**config.mk**
```make
export PLATFORM = sky130hd
export DESIGN_NAME = frac_n_synth_divider_calc
export DESIGN_NICKNAME = d
export VERILOG_FILES = /design/src/rtl/fnsd_pkg.sv /design/src/rtl/fnsd_front.sv /design/src/rtl/fnsd_queue.sv /design/src/rtl/fnsd_back.sv /design/src/rtl/frac_n_synth_divider_calc.sv
export VERILOG_INCLUDE_DIRS = /design/src /design/src/rtl
export SDC_FILE = /design/constraint.sdc
export NUM_CORES = 2
export LEC_CHECK = 0
export BUFFER_PORTS_ARGS = -buffer_cell sky130_fd_sc_hd__buf_2
export CAP_MARGIN = 20
export CORE_AREA = 10 10 267 269
export CTS_CLUSTER_DIAMETER = 60
export DETAILED_ROUTE_END_ITERATION = 8
export DIE_AREA = 0 0 277 279
export PLACE_DENSITY = 0.76
export REMOVE_ABC_BUFFERS = 1
export SYNTH_ARGS = -nofsm -noshare
export SYNTH_HDL_FRONTEND = slang
export SYNTH_HIERARCHICAL = 1
export SYNTH_SLANG_ARGS = --single-unit
```
**constraint.sdc**
```tcl
create_clock -name i_clk -period 8.6 [get_ports i_clk]
set_clock_uncertainty 0.1 [all_clocks]
set_input_delay 0.86 -clock i_clk [delete_from_list [all_inputs] [get_ports i_clk]]
set_output_delay 0.86 -clock i_clk [all_outputs]
set_load 0.005 [all_outputs]
```
**src/rtl/frac_n_synth_divider_calc_macros.svh**
```systemverilog
// ---------------------------------------------------------------------------
// Assertion macros for the fractional-N divider calculation block.
// They use the clock i_clk and the reset i_rst_n of the module that uses them.
// ---------------------------------------------------------------------------
`ifndef FRAC_N_SYNTH_DIVIDER_CALC_MACROS_SVH
`define FRAC_N_SYNTH_DIVIDER_CALC_MACROS_SVH

// The consequent holds in the same cycle as the antecedent.
`define FNSD_ASSERT_SAME(label, ante, cons, msg) \
    label: assert property (@(posedge i_clk) disable iff (!i_rst_n) (ante) |-> (cons)) \
        else $error(msg);

// The consequent holds in the cycle after the antecedent.
`define FNSD_ASSERT_NEXT(label, ante, cons, msg) \
    label: assert property (@(posedge i_clk) disable iff (!i_rst_n) (ante) |=> (cons)) \
        else $error(msg);

`endif

```
**src/rtl/fnsd_pkg.sv**
```systemverilog
// ---------------------------------------------------------------------------
// fnsd_pkg
// Types and constants shared by the divider calculation front, queue and back.
// ---------------------------------------------------------------------------
`timescale 1ns / 1ps
`default_nettype none

package fnsd_pkg;

    localparam int FREQ_W = 22;
    localparam int VCO_W  = 23;
    localparam int X1_W   = 25;
    localparam int EXP_W  = 3;
    localparam int ADDR_W = 7;
    localparam int DATA_W = 16;
    localparam int NINT_W = 7;
    localparam int REM_W  = 14;
    localparam int FRAC_W = 24;

    localparam logic [FREQ_W-1:0] F_MIN_KHZ     = 22'd85000;
    localparam logic [FREQ_W-1:0] F_MAX_KHZ     = 22'd2700000;
    localparam logic [VCO_W-1:0]  VCO_SPAN_KHZ  = 23'd5400000;
    localparam logic [VCO_W-1:0]  VCO_SPLIT_KHZ = 23'd3200000;
    localparam logic [EXP_W-1:0]  EXP_MIN       = 3'd1;
    localparam int                EXP_MAX       = 5;

    // floor(x/13) = (x * M13) >> 25 with one correction step, x < 2^25
    localparam logic [21:0] M13   = 22'd2581110;
    localparam logic [4:0]  DIV13 = 5'd13;
    // floor(d/10000) = (d * M10K) >> 20 with one correction step, d < 2^20
    localparam logic [6:0]  M10K      = 7'd104;
    localparam logic [19:0] DEC_SCALE = 20'd10000;
    // floor(x/625) = (x * M625) >> 34 with one correction step, x < 2^34
    localparam logic [24:0] M625   = 25'd27487790;
    localparam logic [9:0]  DIV625 = 10'd625;

    localparam logic [1:0] PRESC_LO = 2'd1;
    localparam logic [1:0] PRESC_HI = 2'd2;
    localparam logic [1:0] CP_BITS  = 2'b10;

    localparam logic [ADDR_W-1:0] ADDR_CFG  = 7'h08;
    localparam logic [ADDR_W-1:0] ADDR_NDIV = 7'h0F;
    localparam logic [ADDR_W-1:0] ADDR_FMSB = 7'h10;
    localparam logic [ADDR_W-1:0] ADDR_FLSB = 7'h11;

    // (0xFC06 & 0x7FFE) | 0x8000
    localparam logic [DATA_W-1:0] CFG_DATA = (16'hFC06 & 16'h7FFE) | 16'h8000;

    typedef logic [1:0] t_beat;
    localparam t_beat BEAT_CFG  = 2'd0;
    localparam t_beat BEAT_NDIV = 2'd1;
    localparam t_beat BEAT_FMSB = 2'd2;
    localparam t_beat BEAT_FLSB = 2'd3;

    typedef struct packed {
        logic [EXP_W-1:0] expo;
        logic             fbk4;
    } t_tag;

    typedef struct packed {
        logic [X1_W-1:0] x1;    // VCO frequency times 5
        t_tag            tag;
    } t_item;

endpackage

`default_nettype wire

```
**src/rtl/fnsd_front.sv**
```systemverilog
// ---------------------------------------------------------------------------
// fnsd_front
// Clamp the request, pick the LO divider exponent and VCO band, register it.
// ---------------------------------------------------------------------------
`timescale 1ns / 1ps
`default_nettype none

module fnsd_front (
    input  wire logic                       i_clk,
    input  wire logic                       i_rst_n,
    input  wire logic                       i_in_valid,
    output logic                            o_in_stall,
    input  wire logic [fnsd_pkg::FREQ_W-1:0] i_lo_freq_khz,
    output logic                            o_push,
    input  wire logic                       i_q_ready,
    output fnsd_pkg::t_item                 o_item
);
    import fnsd_pkg::*;

    logic             r_vld;
    logic             n_vld;
    t_item            r_item;
    logic             w_acc;
    logic [FREQ_W-1:0] w_f;
    logic [27:0]      w_fx;
    logic [27:0]      w_vco_w;
    logic [EXP_W-1:0] w_expo;
    logic [VCO_W-1:0] w_vco;
    t_item            w_item;

    assign o_in_stall = r_vld && !i_q_ready;
    assign o_push     = r_vld && i_q_ready;
    assign o_item     = r_item;
    assign w_acc      = i_in_valid && !o_in_stall;

    always_comb begin
        if (i_lo_freq_khz < F_MIN_KHZ) begin
            w_f = F_MIN_KHZ;
        end else if (i_lo_freq_khz > F_MAX_KHZ) begin
            w_f = F_MAX_KHZ;
        end else begin
            w_f = i_lo_freq_khz;
        end
        w_fx = {6'b0, w_f};
        // largest exponent that keeps f << e within the VCO span
        w_expo = EXP_MIN;
        for (int e = 2; e <= EXP_MAX; e++) begin
            if ((w_fx << e) <= {5'b0, VCO_SPAN_KHZ}) begin
                w_expo = EXP_W'(e);
            end
        end
        w_vco_w       = w_fx << w_expo;
        w_vco         = w_vco_w[VCO_W-1:0];
        w_item.x1     = {w_vco, 2'b00} + {2'b00, w_vco};
        w_item.tag.expo = w_expo;
        w_item.tag.fbk4 = w_vco > VCO_SPLIT_KHZ;
    end

    assign n_vld = w_acc || (r_vld && !i_q_ready);

    always_ff @(posedge i_clk) begin
        if (!i_rst_n) begin
            r_vld <= 1'b0;
        end else begin
            r_vld <= n_vld;
        end
    end

    always_ff @(posedge i_clk) begin
        if (w_acc) begin
            r_item <= w_item;
        end
    end

endmodule

`default_nettype wire

```
**src/rtl/fnsd_queue.sv**
```systemverilog
// ---------------------------------------------------------------------------
// fnsd_queue
// Short FIFO between the classifying front and the arithmetic back.
// ---------------------------------------------------------------------------
`timescale 1ns / 1ps
`default_nettype none

`include "frac_n_synth_divider_calc_macros.svh"

module fnsd_queue #(
    parameter int DEPTH = 2
) (
    input  wire logic            i_clk,
    input  wire logic            i_rst_n,
    input  wire logic            i_push,
    input  wire fnsd_pkg::t_item i_item,
    output logic                 o_ready,
    input  wire logic            i_pop,
    output logic                 o_vld,
    output fnsd_pkg::t_item      o_item
);
    import fnsd_pkg::*;

    localparam int PW = (DEPTH > 1) ? $clog2(DEPTH) : 1;
    localparam int CW = $clog2(DEPTH + 1);

    t_item         r_mem [DEPTH];
    logic [PW-1:0] r_wr;
    logic [PW-1:0] r_rd;
    logic [CW-1:0] r_cnt;
    logic [PW-1:0] n_wr;
    logic [PW-1:0] n_rd;
    logic [CW-1:0] n_cnt;

    assign o_ready = r_cnt != CW'(DEPTH);
    assign o_vld   = r_cnt != '0;
    assign o_item  = r_mem[r_rd];

    always_comb begin
        n_wr  = r_wr;
        n_rd  = r_rd;
        n_cnt = r_cnt;
        if (i_push) begin
            n_wr = (r_wr == PW'(DEPTH - 1)) ? '0 : r_wr + PW'(1);
        end
        if (i_pop) begin
            n_rd = (r_rd == PW'(DEPTH - 1)) ? '0 : r_rd + PW'(1);
        end
        if (i_push && !i_pop) begin
            n_cnt = r_cnt + CW'(1);
        end else if (i_pop && !i_push) begin
            n_cnt = r_cnt - CW'(1);
        end
    end

    always_ff @(posedge i_clk) begin
        if (!i_rst_n) begin
            r_wr  <= '0;
            r_rd  <= '0;
            r_cnt <= '0;
        end else begin
            r_wr  <= n_wr;
            r_rd  <= n_rd;
            r_cnt <= n_cnt;
        end
    end

    always_ff @(posedge i_clk) begin
        if (i_push) begin
            r_mem[r_wr] <= i_item;
        end
    end

    `FNSD_ASSERT_NEXT(a_q_fill, i_push && !i_pop, r_cnt == $past(r_cnt) + CW'(1), "queue fill count did not rise on push")
    `FNSD_ASSERT_NEXT(a_q_drain, i_pop && !i_push, r_cnt == $past(r_cnt) - CW'(1), "queue fill count did not fall on pop")

endmodule

`default_nettype wire

```
**src/rtl/fnsd_back.sv**
```systemverilog
// ---------------------------------------------------------------------------
// fnsd_back
// Divider arithmetic pipeline and the four-write register sequencer.
// ---------------------------------------------------------------------------
`timescale 1ns / 1ps
`default_nettype none

`include "frac_n_synth_divider_calc_macros.svh"

module fnsd_back (
    input  wire logic                        i_clk,
    input  wire logic                        i_rst_n,
    input  wire logic                        i_vld,
    input  wire fnsd_pkg::t_item             i_item,
    output logic                             o_pop,
    output logic                             o_out_valid,
    input  wire logic                        i_out_stall,
    output logic [fnsd_pkg::ADDR_W-1:0]      o_reg_addr,
    output logic [fnsd_pkg::DATA_W-1:0]      o_reg_data,
    output logic                             o_last_write
);
    import fnsd_pkg::*;

    localparam int NSTG = 5;

    logic [NSTG-1:0] r_vld;
    logic [NSTG-1:0] n_vld;
    logic [NSTG:0]   w_take;
    logic [NSTG-1:0] w_in;
    t_tag            r_tag [NSTG];

    // stage 0: reciprocal estimate of x1 / 13
    logic [46:0]      w_p0;
    logic [21:0]      r0_q;
    logic [X1_W-1:0]  r0_x1;
    // stage 1: correct, then divide by the feedback divider
    logic [25:0]      w_m1;
    logic [25:0]      w_r1;
    logic [21:0]      w_q1;
    logic [19:0]      w_d1;
    logic [19:0]      r1_d;
    // stage 2: reciprocal estimate of d / 10000
    logic [26:0]      w_p2;
    logic [NINT_W-1:0] r2_nq;
    logic [19:0]      r2_d;
    // stage 3: integer N and the decimal remainder
    logic [19:0]      w_m3;
    logic [19:0]      w_r3;
    logic             w_hi3;
    logic [19:0]      w_rem3;
    logic [NINT_W-1:0] r3_nint;
    logic [REM_W-1:0] r3_rem;
    // stage 4: reciprocal estimate of (rem << 20) / 625
    logic [38:0]      w_p4;
    logic [24:0]      r4_fq;
    logic [REM_W-1:0] r4_rem;
    logic [NINT_W-1:0] r4_nint;
    // correction into the sequencer
    logic [34:0]      w_x5;
    logic [34:0]      w_m5;
    logic [34:0]      w_r5;
    logic [24:0]      w_fq5;

    // register write sequencer
    logic              r_ser_vld;
    logic              n_ser_vld;
    t_beat             r_beat;
    t_beat             n_beat;
    logic [NINT_W-1:0] r_nint;
    t_tag              r_ser_tag;
    logic [FRAC_W-1:0] r_frac;
    logic              w_out_acc;
    logic              w_last;
    logic              w_ser_take;
    logic              w_load;
    logic [1:0]        w_presc;

    // ---- pipeline flow control ----
    assign w_out_acc  = r_ser_vld && !i_out_stall;
    assign w_last     = r_beat == BEAT_FLSB;
    assign w_ser_take = !r_ser_vld || (w_out_acc && w_last);
    assign w_load     = r_vld[NSTG-1] && w_ser_take;

    always_comb begin
        w_take[NSTG] = w_ser_take;
        for (int k = NSTG - 1; k >= 0; k--) begin
            w_take[k] = !r_vld[k] || w_take[k+1];
        end
        w_in[0] = i_vld && w_take[0];
        for (int k = 1; k < NSTG; k++) begin
            w_in[k] = r_vld[k-1] && w_take[k];
        end
        for (int k = 0; k < NSTG; k++) begin
            n_vld[k] = w_in[k] || (r_vld[k] && !w_take[k+1]);
        end
    end

    assign o_pop = w_in[0];

    always_ff @(posedge i_clk) begin
        if (!i_rst_n) begin
            r_vld <= '0;
        end else begin
            r_vld <= n_vld;
        end
    end

    // ---- arithmetic ----
    always_comb begin
        w_p0 = {22'b0, i_item.x1} * {25'b0, M13};

        w_m1 = {4'b0, r0_q} * {21'b0, DIV13};
        w_r1 = {1'b0, r0_x1} - w_m1;
        w_q1 = r0_q + 22'(w_r1 >= {21'b0, DIV13});
        w_d1 = r_tag[0].fbk4 ? w_q1[21:2] : w_q1[20:1];

        w_p2 = {7'b0, r1_d} * {20'b0, M10K};

        w_m3   = {13'b0, r2_nq} * DEC_SCALE;
        w_r3   = r2_d - w_m3;
        w_hi3  = w_r3 >= DEC_SCALE;
        w_rem3 = w_hi3 ? (w_r3 - DEC_SCALE) : w_r3;

        w_p4 = {25'b0, r3_rem} * {14'b0, M625};

        w_x5  = {1'b0, r4_rem, 20'b0};
        w_m5  = {10'b0, r4_fq} * {25'b0, DIV625};
        w_r5  = w_x5 - w_m5;
        w_fq5 = r4_fq + 25'(w_r5 >= {25'b0, DIV625});
    end

    always_ff @(posedge i_clk) begin
        if (w_in[0]) begin
            r0_q     <= w_p0[46:25];
            r0_x1    <= i_item.x1;
            r_tag[0] <= i_item.tag;
        end
        if (w_in[1]) begin
            r1_d     <= w_d1;
            r_tag[1] <= r_tag[0];
        end
        if (w_in[2]) begin
            r2_nq    <= w_p2[26:20];
            r2_d     <= r1_d;
            r_tag[2] <= r_tag[1];
        end
        if (w_in[3]) begin
            r3_nint  <= r2_nq + NINT_W'(w_hi3);
            r3_rem   <= w_rem3[REM_W-1:0];
            r_tag[3] <= r_tag[2];
        end
        if (w_in[4]) begin
            r4_fq    <= w_p4[38:14];
            r4_rem   <= r3_rem;
            r4_nint  <= r3_nint;
            r_tag[4] <= r_tag[3];
        end
    end

    // ---- write sequencer ----
    always_comb begin
        n_ser_vld = w_load || (r_ser_vld && !(w_out_acc && w_last));
        n_beat    = r_beat;
        if (w_load) begin
            n_beat = BEAT_CFG;
        end else if (w_out_acc) begin
            n_beat = r_beat + 2'd1;
        end
    end

    always_ff @(posedge i_clk) begin
        if (!i_rst_n) begin
            r_ser_vld <= 1'b0;
            r_beat    <= BEAT_CFG;
        end else begin
            r_ser_vld <= n_ser_vld;
            r_beat    <= n_beat;
        end
    end

    always_ff @(posedge i_clk) begin
        if (w_load) begin
            r_nint    <= r4_nint;
            r_ser_tag <= r_tag[NSTG-1];
            r_frac    <= w_fq5[FRAC_W-1:0];
        end
    end

    assign w_presc = r_ser_tag.fbk4 ? PRESC_HI : PRESC_LO;

    always_comb begin
        case (r_beat)
            BEAT_CFG: begin
                o_reg_addr = ADDR_CFG;
                o_reg_data = CFG_DATA;
            end
            BEAT_NDIV: begin
                o_reg_addr = ADDR_NDIV;
                o_reg_data = {2'b00, r_nint, r_ser_tag.expo, w_presc, CP_BITS};
            end
            BEAT_FMSB: begin
                o_reg_addr = ADDR_FMSB;
                o_reg_data = r_frac[FRAC_W-1:8];
            end
            BEAT_FLSB: begin
                o_reg_addr = ADDR_FLSB;
                o_reg_data = {r_frac[7:0], 8'h00};
            end
            default: begin
                o_reg_addr = ADDR_CFG;
                o_reg_data = CFG_DATA;
            end
        endcase
    end

    assign o_out_valid  = r_ser_vld;
    assign o_last_write = w_last;

    `FNSD_ASSERT_NEXT(a_beat_step, w_out_acc && !w_last, r_ser_vld && (r_beat == $past(r_beat) + 2'd1), "write sequence skipped or lost a beat")
    `FNSD_ASSERT_SAME(a_rem_range, r_vld[3], r3_rem < DEC_SCALE[REM_W-1:0], "decimal remainder out of range after correction")
    `FNSD_ASSERT_NEXT(a_tail_hold, r_vld[NSTG-1] && !w_ser_take, r_vld[NSTG-1] && $stable(r4_fq), "last pipeline stage lost its request while blocked")

endmodule

`default_nettype wire

```
**src/rtl/frac_n_synth_divider_calc.sv**
```systemverilog
// Fractional-N divider calculation: each request carries an LO frequency in kHz
// (clamped to 85000..2700000) and answers with four 16-bit synthesizer register
// writes in order: 0x08 (fixed 0xFC06), 0x0F (integer N, LO exponent, prescaler,
// fixed low bits), 0x10 (fraction MSB) and 0x11 (fraction LSB in the high byte),
// with o_last_write set on the fourth. The result port carries one write per
// cycle while i_out_stall is low, and each request takes four writes. With an
// empty pipeline a request passes through the front register, a queue slot,
// five arithmetic stages and the write sequencer before its first write shows.
// A new request is taken while earlier ones are still in the arithmetic stages
// or being written out.
// ---------------------------------------------------------------------------
// frac_n_synth_divider_calc
// Top level: front classifier, request queue and arithmetic/write back end.
// ---------------------------------------------------------------------------
`timescale 1ns / 1ps
`default_nettype none

module frac_n_synth_divider_calc #(
    parameter int QUEUE_DEPTH = 2
) (
    input  wire logic                         i_clk,
    input  wire logic                         i_rst_n,
    // request channel
    input  wire logic                         i_in_valid,
    output logic                              o_in_stall,
    input  wire logic [fnsd_pkg::FREQ_W-1:0]  i_lo_freq_khz,
    // register write channel
    output logic                              o_out_valid,
    input  wire logic                         i_out_stall,
    output logic [fnsd_pkg::ADDR_W-1:0]       o_reg_addr,
    output logic [fnsd_pkg::DATA_W-1:0]       o_reg_data,
    output logic                              o_last_write
);
    import fnsd_pkg::*;

    // front to queue
    logic  w_push;
    logic  w_q_ready;
    t_item w_front_item;
    // queue to back
    logic  w_q_vld;
    logic  w_pop;
    t_item w_q_item;

    // Clamp the request, find the exponent and VCO band, hold it for the queue.
    fnsd_front u_front (
        .i_clk         (i_clk),
        .i_rst_n       (i_rst_n),
        .i_in_valid    (i_in_valid),
        .o_in_stall    (o_in_stall),
        .i_lo_freq_khz (i_lo_freq_khz),
        .o_push        (w_push),
        .i_q_ready     (w_q_ready),
        .o_item        (w_front_item)
    );

    // Decouple the front from the back so either side can stall alone.
    fnsd_queue #(
        .DEPTH (QUEUE_DEPTH)
    ) u_queue (
        .i_clk   (i_clk),
        .i_rst_n (i_rst_n),
        .i_push  (w_push),
        .i_item  (w_front_item),
        .o_ready (w_q_ready),
        .i_pop   (w_pop),
        .o_vld   (w_q_vld),
        .o_item  (w_q_item)
    );

    // Work out N and the fraction, then emit the four register writes.
    fnsd_back u_back (
        .i_clk        (i_clk),
        .i_rst_n      (i_rst_n),
        .i_vld        (w_q_vld),
        .i_item       (w_q_item),
        .o_pop        (w_pop),
        .o_out_valid  (o_out_valid),
        .i_out_stall  (i_out_stall),
        .o_reg_addr   (o_reg_addr),
        .o_reg_data   (o_reg_data),
        .o_last_write (o_last_write)
    );

endmodule

`default_nettype wire
```
Word-level counts from Yosys, hierarchy flattened
Memory sizes are Yosys's and may differ from the RTL's. A register that Yosys moved wholly into a read port is not among the register bits.
Cells that the tools add are included.

operators by class
  $add $sub $neg = 13
  $mul = 6
  order comparisons = 10
  equal/unequal tests = 4
  shift-type cells = 1
  multiplexer cells = 29
  bitwise logic cells = 1
  reductions and logical operators = 53

operators by type and width
  operator                  number
  $pmux W16 S4              1
  $mul A25 B21 Y46 const B  1
  $mux W22                  2
  $mul A14 B24 Y38 const B  1
  $ge A35 B10 Y1 const B    1
  $mul A25 B10 Y35 const B  1
  $sub A34 B35 Y35          1
  $pmux W7 S4               1
  $le A27 B23 Y1 const B    1
  $ge A26 B4 Y1 const B     1
  $le A26 B23 Y1 const B    1
  $mul A22 B4 Y26 const B   1
  $sub A25 B26 Y26          1
  $add A25 B23 Y25          1
  $le A25 B23 Y1 const B    1
  $add A24 B1 Y24           1
  $le A24 B23 Y1 const B    1
  $mul A20 B4 Y24 const B   1
  $gt A23 B22 Y1 const B    1
  $shl A22 B3 Y23           1
  $add A22 B1 Y22           1
  $gt A22 B22 Y1 const B    1
  $lt A22 B17 Y1 const B    1
  $ge A20 B14 Y1 const B    1
  22 further kinds          92

word-level totals
  register bits = 234
  memory bits (writable) = 78
  bits of input ports = 26
  output and inout bits = 26
  word-level logic and storage cells = 141
  memories = 2

memories
  name           depth  width  read ports  clocked after Yosys merged registers in  wr ports  RTL line          text
  u_queue.r_mem  2      29     1           1                                        1         fnsd_queue.sv:27  t_item r_mem [DEPTH];
  u_back.r_tag   5      4      5           1                                        5         fnsd_back.sv:30   t_tag r_tag [NSTG];

Longest topological paths before layout
  word-level depth = 13
  mapped depth = 31
  mapped depth without buffers = 30

Cells and area by module
Netlist, hierarchy kept.

by module, submodules not included
  module      times used  cells an instance  area an instance (um2)
  fnsd_back   1           3,105              33,125.5
  fnsd_front  1           458                3,803.6
  fnsd_queue  1           112                2,311.0

Least setup slack after synthesis
OpenSTA, ideal clock, no wires.

  path kind = register -> register
  from = register (tool-made name)
  to = register u_back.r0_q[15] (data pin)
  setup time = 258 ps
  arrival time = 7,072 ps
  required time = 8,242 ps
  setup slack = 1,171 ps
  stages on the path, launching flop included = 23
  path buffers = 2
  clock period less this slack = 7,429 ps
  cells stage by stage = dfxtp_1 > buf_4 > buf_6 > mux2_1 > fa_1 > fa_1 > fa_1 > fa_1 > fa_1 > fa_1 > fa_1 > ha_1 > a21o_1 > a21o_1 > a221oi_1 > o21ai_0 > o31ai_1 > o31ai_1 > a2111o_1 > o311ai_0 > nand2b_1 > a21oi_1 > xnor2_1

RTL lines
  what                  RTL line          text
  to (signal assigned)  fnsd_back.sv:134  r0_q <= w_p0[46:25];
  to (decl)             fnsd_back.sv:34   logic [21:0] r0_q;

Final worst setup path
  from = register u_back.r4_fq[9]
  to = register u_back.r_frac[22] (data pin)

on the way
  longest elaborated chain between the ends = 4

ends and longest elaborated chain
  what                    RTL line          text
  from (decl)             fnsd_back.sv:55   logic [24:0] r4_fq;
  from (signal assigned)  fnsd_back.sv:153  r4_fq <= w_p4[38:14];
  $mul A25 B10 Y35        fnsd_back.sv:127  w_m5 = {10'b0, r4_fq} * {25'b0, DIV625};
  $sub A34 B35 Y35        fnsd_back.sv:128  w_r5 = w_x5 - w_m5;
  $ge A35 B10 Y1          fnsd_back.sv:129  w_fq5 = r4_fq + 25'(w_r5 >= {25'b0, DIV625});
  $add A24 B1 Y24 *       fnsd_back.sv:129
  net u_back.w_fq5[22]    fnsd_back.sv:62   logic [24:0] w_fq5;
  to (signal assigned)    fnsd_back.sv:185  r_frac <= w_fq5[FRAC_W-1:0];
  to (decl)               fnsd_back.sv:71   logic [FRAC_W-1:0] r_frac;

The timed path passes the listed nets; every way through them passes the cells marked *.
A chain may end at the register's enable or synchronous reset.

==> results.sh <==
export IMPL_status="finished clean"
export IMPL_fp_coreArea_mm2=0.06563
export IMPL_slew_viol_final=0
export IMPL_die_y_um=279
export IMPL_drt_total_wl_um=84030
export IMPL_vias=26150
export IMPL_clock_sinks=317
export IMPL_path_buf_inv=3
export IMPL_synth_largest_area_cell="fa_1"
export IMPL_dr_first_iter_drc_count=1624
export IMPL_clock_fmax_mhz=123.7
export IMPL_final_min_clock_period_ns=8.084
export IMPL_rsz0062_at_grt="false"
export IMPL_ys_seq_area_share_pct=23.90
export IMPL_clockBufferDepth=3
export IMPL_synth_edff_count=303
export IMPL_antenna_found_initial=0
export IMPL_synth_seq_cells=317
export IMPL_hold_viol_final=0
export IMPL_grt_pass1_wl_um=140900
export IMPL_h_tree_depth=2
export IMPL_critPathKind="reg2reg"
export IMPL_grt_pass1_vias=27680
export IMPL_row_count=94
export IMPL_crit_path_start_kind="flop"
export IMPL_fin_setup_tns_ns=0
export IMPL_dp_hpwl_um=69900
export IMPL_timing_slew_headroom_pct=48.02
export IMPL_yosys_warnings=6
export IMPL_grt_overflow=0
export IMPL_initial_core_util_pct=59.79
export IMPL_synth_top_area_share_pct=23.52
export IMPL_final_common_cell="inv_1"
export IMPL_worstSetupEndpointType="flop"
export IMPL_syn_to_final_growth_pct=6.498
export IMPL_cts_made_buffers=37
export IMPL_drc_errors=0
export IMPL_max_cap_violations=0
export IMPL_crit_fanout=9
export IMPL_cts_tree="done"
export IMPL_fillers=5141
export IMPL_dr_pass1_iters=6
export IMPL_path_clk_slew_ns=0.06
export IMPL_cts_root_buf="clkbuf_16"
export IMPL_drive_gt1_share_pct=5.634
export IMPL_critPathTopFamily="adder cells"
export IMPL_fin_area_mm2=0.04179
export IMPL_ant_nets=0
export IMPL_cp_required_ns=8.81
export IMPL_clock_latency_ns=0.57
export IMPL_crit_path_max_incr_delay_ns=0.67
export IMPL_ios=52
export IMPL_setup_viol=0
export IMPL_fin_crit_sh_pct=94.00
export IMPL_hold_class="reg2reg"
export IMPL_gp_congestion=0.9313
export IMPL_synth_cell_type_count=112
export IMPL_tightestPinTransition_ns=0.7689
export IMPL_grt_max_degree=54
export IMPL_port_buffers=49
export IMPL_synth_area_leaders="fa_1, edfxtp_1, ha_1, inv_1, xnor2_1"
export IMPL_async_reset_ff_share_pct=0
export IMPL_wl_per_cell_um=18.16
export IMPL_synth_main_ff_cell="edfxtp_1"
export IMPL_arrival_ns=8.29
export IMPL_final_cell_mix="inv_1, ha_1, fa_1"
export IMPL_die_w_um=277
export IMPL_syn_area_per_cell_um2=10.68
export IMPL_syn_area_mm2=0.03924
export IMPL_cp_slowest_cell="edfxtp_1"
export IMPL_vias_per_cell=5.651
export IMPL_placed_area_mm2=0.04050
export IMPL_dieArea_mm2=0.07728
export IMPL_ctsHoldBuffers=0
export IMPL_syn_instance_count=3675
export IMPL_nets=4883
export IMPL_grt_total_usage_pct=22.18
[final cells by class]
class / instances / area (µm²) / share of cell area [%]
Antenna cell: 1 / 2.502 / 0.005988
Clock buffer: 47 / 1046 / 2.503
Clock inverter: 17 / 196.4 / 0.4701
Inverter: 792 / 2978 / 7.126
Multi-Input combinational cell: 2513 / 26640 / 63.76
Sequential cell: 317 / 9379 / 22.44
Tap cell: 864 / 1081 / 2.587
Timing Repair Buffer: 77 / 462.9 / 1.108
[stage by stage]
stage          std cells  util [%]  setup WS, ns  hold WS (ns)
6_report            4628     63.68        0.5157        0.3111
5_1_grt             4627     63.67      0.006910        0.3189
4_1_cts             4623     63.60        0.3755        0.3118
3_5_place_dp        4559     61.71        0.4810        0.3045
3_3_place_gp        4559     61.71        0.6582        0.3006
2_1_floorplan       3622         -        0.7674        0.3003
[cells in the mapped netlist (8+ instances only)]
cell type    n
a211oi_1    22
a21boi_0     9
a21o_1      54
a21oi_1    154
a221oi_1    10
a22oi_1     14
a31oi_1     22
and2_1      18
and3_1      28
buf_2       15
buf_6        8
clkbuf_1    23
dfxtp_1     14
edfxtp_1   303
fa_1       461
ha_1       658
inv_1      789
mux2_1      29
mux2i_1     24
nand2_1    146
nand2b_1    25
nand3_1     46
nand3b_1     8
nand4_1     25
nor2_1     143
nor2b_1     27
nor3_1      43
nor4_1      12
o2111ai_1    8
o211ai_1    13
o21a_1      35
o21ai_0     92
o21ai_1      8
o21bai_1     8
o22ai_1      8
or2_2       12
or3_1       10
xnor2_1    115
xnor2_2      8
xor2_1      47
[final timing paths]
path	startpoint	end	slack, ns	depth (start not counted)
max	u_back/r4_fq[9]	u_back/r_frac[22]	0.52	28
min	u_back/r_tag[0][3]	u_back/r_tag[1][3]	0.31	0
max reg2reg	u_back/r4_fq[9]	u_back/r_frac[22]	0.52	28
min reg2reg	u_back/r_tag[0][3]	u_back/r_tag[1][3]	0.31	0
[flip-flops by register name, indices dropped and copies added, names as in the netlist, 14 cells and up, named ones only]
name and flops:
u_back/r0_q 22, u_back/r0_x1 25, u_back/r1_d 20, u_back/r2_d 20, u_back/r3_rem 14, u_back/r4_fq 25
u_back/r4_rem 14, u_back/r_frac 24, u_back/r_tag 20, u_front/o_item 29, u_queue/r_mem 58
[per-layer routing]
metal / global-route usage [%] / wire (µm) / vias to the layer above
li1: - / - / 12510
met1: 26.42 / 34380 / 12950
met2: 41.06 / 43920 / 540
met3: 2.321 / 3007 / 146
met4: 7.638 / 2730 / 0
met5: 0 / 0 / -
[worst register-to-register path, delay by kind of cell, from the launching register on]
family,cells,cell delay [ns]
adders and majority gates,8,3.19
buffers and inverters,3,0.14
AOI/OAI and AO/OA,4,1.23
DFF,1,0.67
xor gates and xnor gates,2,0.23
and+or+nand+nor,11,2.26
[timing repair]
item	in CTS	in global routing
setup buffers	0	3
endpoints found under the setup margin	0	7
gates resized for setup	0	3
[kinds of logic after synthesis]
group / count (synthesis) / synth area share (%)
adder cells (fa/ha/maj): 1120 / 44.53
buffers and inverters: 847 / 8.386
AND/OR/NAND/NOR: 604 / 8.000
AO/OA/AOI/OAI: 559 / 9.690
flip-flops: 317 / 23.90
XOR/XNOR: 170 / 3.947
multiplexers: 56 / 1.530
other: 2 / 0.01914
Power is left out: the tool's default activity adds up to more than one toggle a clock period on the data nets, which glitch-free logic cannot reach.
